[config.mk]
export PLATFORM = sky130hd
export DESIGN_NAME = simto_serial_flat
export DESIGN_NICKNAME = d
export VERILOG_FILES = /design/src/hdl/simto_pkg.sv /design/src/hdl/simto_out_if.sv /design/src/hdl/simto_serial.sv /design/src/flat_wrapper.sv
export SDC_FILE = /design/constraint.sdc
export NUM_CORES = 1
export LEC_CHECK = 0
export BUFFER_PORTS_ARGS = -buffer_cell sky130_fd_sc_hd__buf_2
export CAP_MARGIN = 10
export CORE_UTILIZATION = 35
export CTS_CLUSTER_SIZE = 16
export DETAILED_ROUTE_END_ITERATION = 16
export SLEW_MARGIN = 20
export SYNTH_ARGS = -nofsm -noshare
export SYNTH_HDL_FRONTEND = slang
export SYNTH_SLANG_ARGS = --single-unit
[constraint.sdc]
create_clock -name i_clk -period 2.05 [get_ports i_clk]
set_input_delay 0.41 -clock i_clk [delete_from_list [all_inputs] [get_ports i_clk]]
set_output_delay 0.41 -clock i_clk [all_outputs]
set_load 0.01 [all_outputs]
[src/hdl/simto_pkg.sv]
`default_nettype none

package simto_pkg;

    localparam int CharW  = 8;
    localparam int CountW = 16;
    localparam int BurstN = 4;

    typedef logic [CharW-1:0]  t_char;
    typedef logic [CountW-1:0] t_count;
    typedef logic [2:0]        t_nbytes;

    localparam t_count LimitReset = 16'h8000;

    localparam t_char ChPercent = 8'h25;
    localparam t_char ChUnder   = 8'h5F;
    localparam t_char ChCaret   = 8'h5E;
    localparam t_char ChDollar  = 8'h24;
    localparam t_char ChDot     = 8'h2E;
    localparam t_char ChStar    = 8'h2A;
    localparam t_char ChBslash  = 8'h5C;
    localparam t_char ChLbrack  = 8'h5B;
    localparam t_char ChRbrack  = 8'h5D;
    localparam t_char ChBar     = 8'h7C;
    localparam t_char ChPlus    = 8'h2B;
    localparam t_char ChQuery   = 8'h3F;
    localparam t_char ChLbrace  = 8'h7B;
    localparam t_char ChRbrace  = 8'h7D;
    localparam t_char ChLparen  = 8'h28;
    localparam t_char ChRparen  = 8'h29;

    // Bytes produced by one pattern character, handed from decode to serialiser
    typedef struct packed {
        logic                    load;
        t_nbytes                 nbytes;
        t_char [BurstN-1:0]      bytes;
        logic                    done;
    } t_burst;

    // SIMILAR TO operators that are literal in POSIX
    function automatic logic is_operator(input t_char ch);
        return ch inside {ChBar, ChPlus, ChQuery, ChLbrace, ChRbrace, ChLparen, ChRparen};
    endfunction

endpackage

`default_nettype wire

[src/hdl/simto_out_if.sv]
`default_nettype none

interface simto_out_if;
    logic             valid;
    logic             ready;
    simto_pkg::t_char regex_byte;
    logic             run_last;
    logic             pattern_done;

    modport source (output valid, output regex_byte, output run_last, output pattern_done,
                    input ready);
    modport sink (input valid, input regex_byte, input run_last, input pattern_done,
                  output ready);
endinterface

`default_nettype wire

[src/hdl/simto_serial.sv]
`default_nettype none

module simto_serial (
    input  wire logic             i_clk,
    input  wire logic             i_rst_n,
    input  wire simto_pkg::t_burst i_burst,
    output logic                  o_burst_ready,
    simto_out_if.source           o_rx
);
    import simto_pkg::*;

    t_char   r_bytes [BurstN];
    t_nbytes r_nbytes;
    logic    r_done;
    logic    pop;

    assign o_rx.valid        = r_nbytes != '0;
    assign o_rx.regex_byte   = r_bytes[0];
    assign o_rx.run_last     = r_nbytes == t_nbytes'(1);
    assign o_rx.pattern_done = r_done && (r_nbytes == t_nbytes'(1));

    assign pop           = o_rx.valid && o_rx.ready;
    assign o_burst_ready = (r_nbytes == '0) || (r_nbytes == t_nbytes'(1) && pop);

    always_ff @(posedge i_clk) begin
        if (!i_rst_n) begin
            r_nbytes <= '0;
        end else if (i_burst.load) begin
            r_nbytes <= i_burst.nbytes;
        end else if (pop) begin
            r_nbytes <= r_nbytes - t_nbytes'(1);
        end
        if (i_burst.load) begin
            r_done <= i_burst.done;
            for (int i = 0; i < BurstN; i++) begin
                r_bytes[i] <= i_burst.bytes[i];
            end
        end else if (pop) begin
            for (int i = 0; i < BurstN-1; i++) begin
                r_bytes[i] <= r_bytes[i+1];
            end
        end
    end

endmodule

`default_nettype wire

[src/flat_wrapper.sv]
// flat-port wrapper written by rule: the top's interface ports become plain ports
module simto_serial_flat import simto_pkg::*;
  (i_clk, i_rst_n, i_burst, o_burst_ready, o_rx_valid, o_rx_regex_byte, o_rx_run_last, o_rx_pattern_done, o_rx_ready);
  simto_out_if o_rx_i ();
  input  wire logic i_clk;
  input  wire logic i_rst_n;
  input  wire simto_pkg::t_burst i_burst;
  output logic o_burst_ready;
  output wire logic [$bits(o_rx_i.valid)-1:0] o_rx_valid;
  output wire logic [$bits(o_rx_i.regex_byte)-1:0] o_rx_regex_byte;
  output wire logic [$bits(o_rx_i.run_last)-1:0] o_rx_run_last;
  output wire logic [$bits(o_rx_i.pattern_done)-1:0] o_rx_pattern_done;
  input wire logic [$bits(o_rx_i.ready)-1:0] o_rx_ready;
  assign o_rx_valid = o_rx_i.valid;
  assign o_rx_regex_byte = o_rx_i.regex_byte;
  assign o_rx_run_last = o_rx_i.run_last;
  assign o_rx_pattern_done = o_rx_i.pattern_done;
  assign o_rx_i.ready = o_rx_ready;
  simto_serial u_core (.i_clk(i_clk), .i_rst_n(i_rst_n), .i_burst(i_burst), .o_burst_ready(o_burst_ready), .o_rx(o_rx_i));
endmodule
Yosys cells after proc, flatten, opt, wreduce, memory -nomap -nowiden --
Memory sizes are Yosys's and may differ from the RTL's. Index checks and enable logic that the tools add are counted.
Cells by class: muxes and demuxes 10, reduce and logical (&&, ||, !) cells 7, shifts and indexed selects 0, $add $sub $neg 1, equal/unequal tests 1, magnitude comparators 0, bitwise operators 3, multipliers 0, divide/modulo/power cells 0
Operator list (count):
- 8-bit 2-to-1 mux | 3
- 3-bit 2-to-1 mux | 2
- 1-bit 2-to-1 mux | 5
- 3-bit by 1-bit equality test with 1-bit output, second input constant | 1
- 1-bit logical AND | 3
- 3-bit logical NOT | 1
- 1-bit OR | 3
- 3-bit nonzero test | 1
- 3-bit by 1-bit subtractor with 3-bit output, second input constant | 1
- 2-bit nonzero test | 1
- 1-bit logical OR | 1
Word-level totals: ROM bits 0, word-level logic and storage cells 25, bits in latches 0, register bits after elaboration 4, output and inout port bits 12, bits in writable memories 32, memories kept 1
Memory list:
- u_core.r_bytes | depth 4, width 8, read ports 4, clocked after memory_dff 0, write ports 4, RTL line simto_serial.sv:12 | t_char r_bytes [BurstN];

Logic depth before layout (Yosys ltp) --
Gate-level depths: netlist of run 1.
word-level depth 6, depth in mapped cells 7, mapped depth without buffers 5

Worst setup path after synthesis of run 1 --
Ideal clock, no wire load.
path type register to register, start point reg u_core.r_nbytes[0], end point mem u_core.r_bytes[0][0] (netlist name) (enable), path slack 0.251 ns, clock period less this slack 1.799 ns, library setup time 0.381 ns, data arrival time 1.419 ns, cell stages (with the launch flop) 7, path through dfxtp_1 -> inv_1 -> ha_1 -> nand2b_1 -> buf_4 -> nand2_1 -> nand2_1
RTL lines:
- start, declared | RTL line simto_serial.sv:13 | t_nbytes r_nbytes;
- start signal, assigned | RTL line simto_serial.sv:29 | r_nbytes <= i_burst.nbytes;
- start signal, assigned | RTL line simto_serial.sv:31 | r_nbytes <= r_nbytes - t_nbytes'(1);
- end, declared | RTL line simto_serial.sv:12

Worst setup path in the final report of run 1 --
start point reg u_core.r_nbytes[0], end point out o_burst_ready
On the way: cells in the longest elaborated chain, start to end 4, elaborated cells on any way between the ends 6, those cells by class 1 x eq/ne; 5 x reduce/logical
RTL lines:
- 3-bit nonzero test | RTL line simto_serial.sv:17 | assign o_rx.valid = r_nbytes != '0;
- 1-bit logical AND | RTL line simto_serial.sv:22 | assign pop = o_rx.valid && o_rx.ready;
- 1-bit logical AND | RTL line simto_serial.sv:23 | assign o_burst_ready = (r_nbytes == '0) || (r_nbytes == t_nbytes'(1) && pop);
- 1-bit logical OR (*) | RTL line simto_serial.sv:23
- end, declared | RTL line flat_wrapper.sv:8 | output logic o_burst_ready;
Every way passes the cells marked *; elsewhere a longest branch is shown, timed or not.

==> results of run 1 <==
[stage by stage]
stage | total power, mW | instance area, um2 | cells | hold WS, ns
finish | 1.64 | 2040 | 202 | 0.306
global route | 1.72 | 2040 | 202 | 0.291
CTS | 1.67 | 2040 | 202 | 0.293
detailed placement | 1.16 | 1950 | 194 | 0.527
global placement | 1.15 | 1950 | 194 | 0.529
floorplan | 1.09 | 1670 | 99 | 0.509
[final cells by class]
class                   count  area [um2]
well taps                  52        65.1
repair buffers             54         303
multi-input cells          48         512
clock buffers               8        90.1
inverters                   4        15.0
flip-flops and latches     36        1050
fillers                   386        2440
[logic make-up after synthesis]
group | count (synthesis) | synth area share, %
adder cells (fa/ha/maj) | 3 | 2.25
AND/OR/NAND/NOR | 14 | 4.95
buffers and inverters | 15 | 6.30
AO/OA/AOI/OAI | 6 | 2.18
flip-flops | 36 | 63.0
multiplexers | 25 | 21.3
[placed cells by master (no fill, tap or decap)]
cell      netlist  layout
buf_2           0      51
edfxtp_1       33      33
mux2_4         20      20
clkbuf_8        0       6
nand2_1         5       5
inv_1           4       4
mux2_2          4       4
ha_1            3       3
dfxtp_1         3       3
nor2_1          2       2
o21ai_0         2       2
a21oi_1         2       2
clkbuf_1        0       2
buf_12          0       2
nand2b_1        1       1
nand3_4         1       1
nor2b_1         1       1
and2_1          1       1
and4_1          1       1
a211oi_1        1       1
and3_1          1       1
nand3_1         1       1
o41ai_1         1       1
mux2i_1         1       1
buf_4           9       1
[path summary, 6_finish.rpt]
path                                 to  cells past startpoint
hold reg to reg      u_core.r_nbytes[1]                      2
hold / removal    u_core.r_bytes[0][31]                      1
setup reg to reg  u_core.r_bytes[0][12]                      6
setup / recovery          o_burst_ready                      5
[cell usage after synthesis]
| cell | count |
|---|---|
| a211oi_1 | 1 |
| a21oi_1 | 2 |
| and2_1 | 1 |
| and3_1 | 1 |
| and4_1 | 1 |
| buf_4 | 9 |
| buf_6 | 2 |
| dfxtp_1 | 3 |
| edfxtp_1 | 33 |
| ha_1 | 3 |
| inv_1 | 4 |
| mux2_2 | 4 |
| mux2_4 | 20 |
| mux2i_1 | 1 |
| nand2_1 | 5 |
| nand2b_1 | 1 |
| nand3_1 | 1 |
| nand3_4 | 1 |
| nor2_1 | 2 |
| nor2b_1 | 1 |
| o21ai_0 | 2 |
| o41ai_1 | 1 |
[where the power goes]
group	internal, mW	leakage, nW	switching, mW
Combinational	0.134	0.522	0.106
Clock	0.274	0.0455	0.218
Sequential	0.887	0.353	0.0189
Total	1.29	0.921	0.342
[worst register-to-register path: cells and delay by family (launching register included)]
kind / cells / cell delay, ns
DFF: 1 / 0.38
buffers and inverters: 2 / 0.26
and+or+nand+nor: 2 / 0.34
adders and majority gates: 1 / 0.23
muxes: 1 / 0.32
[metal layers]
layer / vias up / wire length, um / global-route usage (%)
li1: 459 / - / -
met3: 4 / 200 / 4.70
met1: 424 / 994 / 10.0
met4: 0 / 27 / 6.00
met2: 39 / 1210 / 19.2
met5: - / 0 / 0
[registers in the layout, summed over array words and instances (netlist names)]
| signal | count |
|---|---|
| u_core.r_bytes | 32 |
| u_core.r_nbytes | 3 |
| u_core.r_done | 1 |
==> metrics, run 1 <==
synth top area cells=edfxtp_1, mux2_4, buf_4; fin. max-slew vios=0; total number of vias=926; Sink Count=36; # nets final=192; Setup crit start=u_core.r_nbytes[0]; Initial DRC Count=42; sequential share of the synthesized area=63.0%; die area=5050 um2; slack of the critical path=0.224 ns; Clock Skew=0.00335 ns; Tot GR Track Use=10.7%; crit path time final=1.83 ns; wire per inst=12.0 um; setup_tns=0 ns; Mapped Area=1670 um2; post-synthesis cell type count=22; cells along the critical path=inv_1 > ha_1 > nand2b_1 > nand2_1 > buf_2; Worst-Margin Slew=0.273 ns; Buffers on Ports=51; initial antenna violation count=0; antenna viol nets, final=0; drt first pass iters=12; first-pass GRT wire length=3980 um; PwrDens=804 nW/um2; Rel. slew slack=81.8%; Synth Area per Inst=16.8 um2; Routed WL=2430 um; internal reg-to-reg setup slack=0.28 ns; Clock transition at path regs=0.06 ns; outcome=finished with violations; worst-path fanout max=7; clk_lat worst skew=0.27 ns; worst reg2reg startpoint=u_core.r_nbytes[0]; Die Y=71.0 um; cell taking the most area after synthesis=edfxtp_1; Yosys warnings=0; fraction of layout cells with a size suffix above 1=56.7%; Max VDD drop=0.521 mV; CP bufs+invs=2; Post-CTS Hold Fix Bufs=0; failing checks=DRC; Fin. Hold Viols=0; Synth top area share=59.4%; Crit. End Element=output pin; Core Util, Final=45.5%; Site Rows=24; # H-tree levels=2; # diodes=0; DRC=4; WP data required=1.64 ns; pin count of the biggest net entering global routing=25; total congestion overflow=0; Placer Congestion=0.667; Die X=71.0 um; post-synthesis cell count=99; Setup Crit Path Kind=register to output pin; CTS tree=done; Worst setup SP type=register; Starting Density=37.3%; Via density=4.58; P_leak=0.921 nW; max-cap viol count=0; #FFs+latches synth=36; post-CTS setup buffer count=0; CP delay by family, top=flip-flops; worst hold path type=primary input to register; setup violators final=0; DP Worst Slack=0.303 ns; CTS max path bufs=2; Resize count post-CTS=0; CTS buffer count=5; synthesis-to-layout area growth=22.1%; CP max stage delay=0.38 ns; fin crit share=89.1%; post-DP HPWL=1800 um; hold_sp=i_burst[32]; Max Fclk=548 MHz; Crit-path slowest cell=dfxtp_1; syn nets=142; RSZ-0062 raised after global routing=no; Worst EP arrival=1.42 ns; area of the core=4470 um2; vias in the first global route=950; IO Count=52; CTS root buf=clkbuf_8
(Power assumes the default switching activity.)
==> inputs of run 2 (changes only) <==
Settings changed: CORE_UTILIZATION 35 to 45, PLACE_DENSITY set to 0.72, SLEW_MARGIN 20 to unset.
==> metrics, run 2 (synthesized netlist as in run 1, its figures left out) <==
# nets final=192 (unchanged); total congestion overflow=0 (unchanged); PwrDens=791 nW/um2 (was 804 nW/um2); Tot GR Track Use=12.9% (was 10.7%); worst reg2reg startpoint=u_core.r_nbytes[0] (unchanged); vias in the first global route=936 (was 950); Hold Crit Depth=1 (unchanged); Post-CTS Hold Fix Bufs=0 (unchanged); initial antenna violation count=0 (unchanged); overall power=1.60 mW (was 1.64 mW); Via density=4.68 (was 4.58); fin crit share=87.2% (was 89.1%); setup violators final=0 (unchanged); Top Metal Used=met4 (unchanged); P_leak=0.918 nW (was 0.921 nW); Worst-Margin Slew=0.267 ns (was 0.273 ns); max-cap viol count=0 (unchanged); total number of vias=917 (was 926); final instance area=2020 um2 (was 2040 um2); Initial DRC Count=33 (was 42); DRC=0 (was 4); DP Area=1940 um2 (was 1950 um2); Die Y=62.9 um (was 71.0 um); Worst Hold End=u_core.r_bytes[0][31] (unchanged); largest registers=u_core.r_bytes (32), u_core.r_nbytes (3), u_core.r_done (1) (unchanged); WL met3=189 um (was 200 um); worst reg2reg path depth=6 (unchanged); die area=3950 um2 (was 5050 um2); cells along the critical path=inv_1 > ha_1 > nand2b_1 > nand2_1 > buf_2 (unchanged); first-pass GRT wire length=3730 um (was 3980 um); fraction of layout cells with a size suffix above 1=56.7% (unchanged); wire per inst=11.7 um (was 12.0 um); Placer Congestion=0.860 (was 0.667); CTS root buf=clkbuf_8 (unchanged); CP bufs+invs=2 (unchanged); Buffers on Ports=51 (unchanged); Max VDD drop=0.485 mV (was 0.521 mV); Die X=62.9 um (was 71.0 um); drt first pass iters=4 (was 12); Setup Crit Path Kind=register to output pin (unchanged); area of the core=3440 um2 (was 4470 um2); Crit. End Element=output pin (unchanged); Clock transition at path regs=0.06 ns (about the same); CP max stage delay=0.37 ns (was 0.38 ns); hold slack=0.304 ns (was 0.306 ns); Worst setup SP type=register (unchanged); post-DP HPWL=1750 um (was 1800 um); Starting Density=48.5% (was 37.3%); Most flops, register=u_core.r_bytes (unchanged); Fin. Hold Viols=0 (unchanged); worst hold path type=primary input to register (unchanged); synthesis-to-layout area growth=21.1% (was 22.1%); Routed WL=2290 um (was 2430 um); IO Count=52 (unchanged); setup_tns=0 ns (unchanged); Sink Count=36 (unchanged); Resize count post-CTS=0 (unchanged); Clock Skew=0.00314 ns (was 0.00335 ns); Worst EP arrival=1.38 ns (was 1.42 ns); hold_sp=i_burst[32] (unchanged); antenna viol nets, final=0 (unchanged); Rel. slew slack=82.2% (was 81.8%); post-CTS setup buffer count=0 (unchanged); FF-to-FF End=u_core.r_bytes[0][20] (was u_core.r_bytes[0][12]); fin. max-slew vios=0 (unchanged); CTS tree=done (unchanged); worst-path fanout max=7 (unchanged); DRT met1 WL=872 um (was 994 um); # H-tree levels=2 (unchanged); WP data required=1.64 ns (about the same); CTS max path bufs=2 (unchanged); clk_lat worst skew=0.28 ns (was 0.27 ns); internal reg-to-reg setup slack=0.31 ns (was 0.28 ns); crit path time final=1.79 ns (was 1.83 ns); Crit-path slowest cell=dfxtp_1 (unchanged); # diodes=0 (unchanged); pin count of the biggest net entering global routing=25 (unchanged); most common cell after layout, fill and taps aside=buf_2 (unchanged); met2 WL post-DR=1180 um (was 1210 um); commonest cells after routing, fill and taps aside=buf_2, edfxtp_1, mux2_4 (unchanged); outcome=finished clean (was finished with violations); Core Util, Final=58.7% (was 45.5%); CTS buffer count=5 (unchanged); CP delay by family, top=flip-flops (unchanged); Max Fclk=560 MHz (was 548 MHz); max FFs per register=32 (unchanged); RSZ-0062 raised after global routing=no (unchanged); Site Rows=21 (was 24)
-- run 2: metal layers --
metal,vias up,GRT usage [%]
met4,0,7.85
met3,5,4.56
met5,-,0
met1,414,12.8
li1,456,-
met2,42,22.6
-- run 2: how the worst max path moves through the flow --
stage                       start               endpoint  slack [ns]  cells past startpoint
6_report       u_core.r_nbytes[0]          o_burst_ready        0.26                      5
5_1_grt        u_core.r_nbytes[0]          o_burst_ready        0.11                      5
4_1_cts        u_core.r_nbytes[0]          o_burst_ready        0.25                      5
3_5_place_dp   u_core.r_nbytes[0]   u_core.r_bytes[0][4]        0.32                      6
3_3_place_gp   u_core.r_nbytes[0]  u_core.r_bytes[0][22]        0.40                      6
2_1_floorplan  u_core.r_nbytes[0]   u_core.r_bytes[0][0]        0.25                      6
-- run 2: layout make-up --
class	count	area, um2
Sequential cell	36	1050
Inverter	4	15.0
Clock buffer	7	76.3
Multi-Input combinational cell	48	512
Tap cell	46	57.6
Timing Repair Buffer	54	303
Fill cell	283	1420
Clock inverter	1	5.00
-- run 2: power breakdown --
part	internal, mW	leakage (nW)	switching [mW]	total, mW
Clock	0.238	0.0422	0.217	0.455
Combinational	0.133	0.522	0.103	0.236
Sequential	0.887	0.353	0.0193	0.907
-- run 2: per-stage QoR --
stage          instances  setup WS, ns
6_report             196         0.263
4_1_cts              196         0.250
2_1_floorplan         99         0.251
3_5_place_dp         188         0.317
5_1_grt              196         0.106
3_3_place_gp         188         0.397
==> inputs of run 3 (changes only) <==
Settings changed: ABC_AREA set to 1, PLACE_DENSITY 0.72 to 0.71.
==> metrics, run 3 <==
Fin. Hold Viols=0 (unchanged); Die Y=63.3 um (was 62.9 um); Tot GR Track Use=14.5% (was 12.9%); synthesis-to-layout area growth=17.9% (was 21.1%); Yosys warnings=0 (unchanged); CTS tree=done (unchanged); area of the core=3470 um2 (was 3440 um2); multiplexer area fraction after synthesis=0% (was 21.3%); Resize count post-CTS=0 (unchanged); Routed WL=2490 um (was 2290 um); Worst EP arrival=1.75 ns (was 1.38 ns); largest registers=u_core.r_bytes (32), u_core.r_nbytes (3), u_core.r_done (1) (unchanged); Initial DRC Count=60 (was 33); first-pass GRT wire length=4160 um (was 3730 um); outcome=finished clean (unchanged); Synth top area share=58.6% (was 59.4%); Max VDD drop=0.535 mV (was 0.485 mV); setup_tns=0 ns (unchanged); # diodes=0 (unchanged); Clock transition at path regs=0.07 ns (was 0.06 ns); fin. max-slew vios=0 (unchanged); simple-gate share of the synthesized area=11.8% (was 4.95%); # placed instances=245 (was 188); switching pwr=0.389 mW (was 0.340 mW); Worst-Margin Slew=0.519 ns (was 0.267 ns); pin count of the biggest net entering global routing=50 (was 25); Sink Count=36 (unchanged); worst-path fanout max=49 (was 7); synth top area cells=edfxtp_1, nand2_1, inv_1 (was edfxtp_1, mux2_4, buf_4); drt first pass iters=4 (unchanged); Most flops, register=u_core.r_bytes (unchanged); Starting Density=48.8% (was 48.5%); max-cap viol count=0 (unchanged); WP data required=2.08 ns (was 1.64 ns); largest family of logic cells by synthesized area=buffers and inverters (was multiplexers); worst hold path type=primary input to register (unchanged); Buffers on Ports=51 (unchanged); Max Fclk=583 MHz (was 560 MHz); Setup Crit Path Kind=register to register (was register to output pin); Int Pwr=1.22 mW (was 1.26 mW); crit path time final=1.71 ns (was 1.79 ns); cell taking the most area after synthesis=edfxtp_1 (unchanged); Site Rows=21 (unchanged); Sw Ratio=24.1% (was 21.3%); setup violators final=0 (unchanged); worst reg2reg path depth=6 (unchanged); wire per inst=9.84 um (was 11.7 um); Mapped Area=1690 um2 (was 1670 um2); die area=4010 um2 (was 3950 um2); top-count cell post-synth=nand2_1 (was edfxtp_1); Worst setup SP type=register (unchanged); max FFs per register=32 (unchanged); overall power=1.61 mW (was 1.60 mW); Post-synth EDFFs=33 (unchanged); CTS max path bufs=2 (unchanged); PwrDens=808 nW/um2 (was 791 nW/um2); post-synthesis cell count=159 (was 99); Top FF cell, synth=edfxtp_1 (unchanged); Gate power share=14.2% (was 14.8%); # H-tree levels=2 (unchanged); CTS buffer count=5 (unchanged); Crit. End Element=register (was output pin); antenna viol nets, final=0 (unchanged); P_leak=0.980 nW (was 0.918 nW); Placer Congestion=0.822 (was 0.860); post-synthesis async set-or-reset flop share=0% (unchanged); Synth Area per Inst=10.6 um2 (was 16.8 um2); post-synthesis cell type count=20 (was 22); post-CTS setup buffer count=0 (unchanged); RSZ-0062 raised after global routing=no (unchanged); Clock Skew=0.00222 ns (was 0.00314 ns); IO Count=52 (unchanged); fraction of layout cells with a size suffix above 1=34.8% (was 56.7%); post-synthesis compound-gate area fraction=10.4% (was 2.18%); vias in the first global route=965 (was 936); Post-CTS Hold Fix Bufs=0 (unchanged); Die X=63.3 um (was 62.9 um); Via density=4.31 (was 4.68); post-DP HPWL=1780 um (was 1750 um); total congestion overflow=0 (unchanged); Post-Synth Adder-Cell Area=2.22% (was 2.25%); # fillers=320 (was 283); CTS root buf=clkbuf_8 (unchanged); fin crit share=83.6% (was 87.2%); # nets final=249 (was 192); commonest cells after routing, fill and taps aside=buf_2, nand2_1, edfxtp_1 (was buf_2, edfxtp_1, mux2_4); initial antenna violation count=0 (unchanged); sequential share of the synthesized area=62.1% (was 63.0%); Rel. slew slack=65.4% (was 82.2%); XOR/XNOR Fraction of Synth Area=0% (unchanged); most common cell after layout, fill and taps aside=buf_2 (unchanged); total number of vias=1090 (was 917); clk_lat worst skew=0.29 ns (was 0.28 ns); Seq pwr share=56.6% (was 56.7%); most instantiated cells after synthesis=nand2_1, edfxtp_1, inv_1 (was edfxtp_1, mux2_4, buf_4); Finished Layout Cells=253 (was 196); Hold Crit Depth=1 (unchanged); DRC=0 (unchanged); syn nets=202 (was 142); Clk pwr share=29.2% (was 28.5%); #FFs+latches synth=36 (unchanged)
## run 3: cell count changes after synthesis, sizes merged, moves of 2 or more
cell	delta
inv	+29
nor2	+2
o21ai	+25
nand3	+2
nand2	+32
mux2	-24
## run 3: worst max-delay path, stage by stage (launching register included)
cell     delay (ns)
dfxtp_1        0.37
inv_1          0.08
ha_1           0.23
nand2_4        0.10
nand3_4        0.39
nand2_1        0.21
o21ai_2        0.07
## run 3: final timing paths
kind / endpoint / slack [ns] / from
hold / removal: u_core.r_bytes[0][29] / 0.29 / i_burst[30]
setup reg to reg: u_core.r_bytes[0][2] / 0.34 / u_core.r_nbytes[0]
hold reg to reg: u_core.r_nbytes[1] / 0.49 / u_core.r_nbytes[1]
setup / recovery: u_core.r_bytes[0][2] / 0.34 / u_core.r_nbytes[0]
## run 3: routing by layer
layer,vias to the layer above,part of all wire (%),GRT usage [%]
li1,596,-,-
met1,444,41,14.6
met2,44,49,24.5
met3,6,8.0,7.25
met4,0,2.1,7.67
met5,-,0,0
## run 3: power by group through the flow
stage                     registers (mW)  clock network [mW]  logic, mW
after global placement             0.924                   0      0.226
after global routing               0.916               0.523      0.263
after floorplan                    0.924                   0      0.172
after CTS                          0.912               0.482      0.232
final                              0.912               0.471      0.228
after detailed placement           0.928                   0      0.231
## run 3: cells by family after synthesis
logic type,Yosys count
compound gates,29
fa+ha+maj,3
flops,36
simple gates,45
buf+inv,46
## run 3: cell type report
cell class / instances / area [um2] / area share [%]
Clock inverter: 1 / 3.75 / 0.188
Inverter: 33 / 124 / 6.21
Timing Repair Buffer: 53 / 270 / 13.6
Sequential cell: 36 / 1050 / 52.7
Clock buffer: 7 / 76.3 / 3.83
Multi-Input combinational cell: 77 / 412 / 20.6
Tap cell: 46 / 57.6 / 2.89
## run 3: through the flow
step / worst slack, ns / utilization, % / hold slack [ns] / cell area (um2)
floorplan: 0.291 / - / 0.460 / 1690
global placement: 0.425 / 55.2 / 0.473 / 1910
detailed placement: 0.330 / 55.2 / 0.486 / 1910
CTS: 0.326 / 57.5 / 0.285 / 1990
global route: 0.143 / 57.5 / 0.278 / 1990
finish: 0.335 / 57.5 / 0.295 / 1990
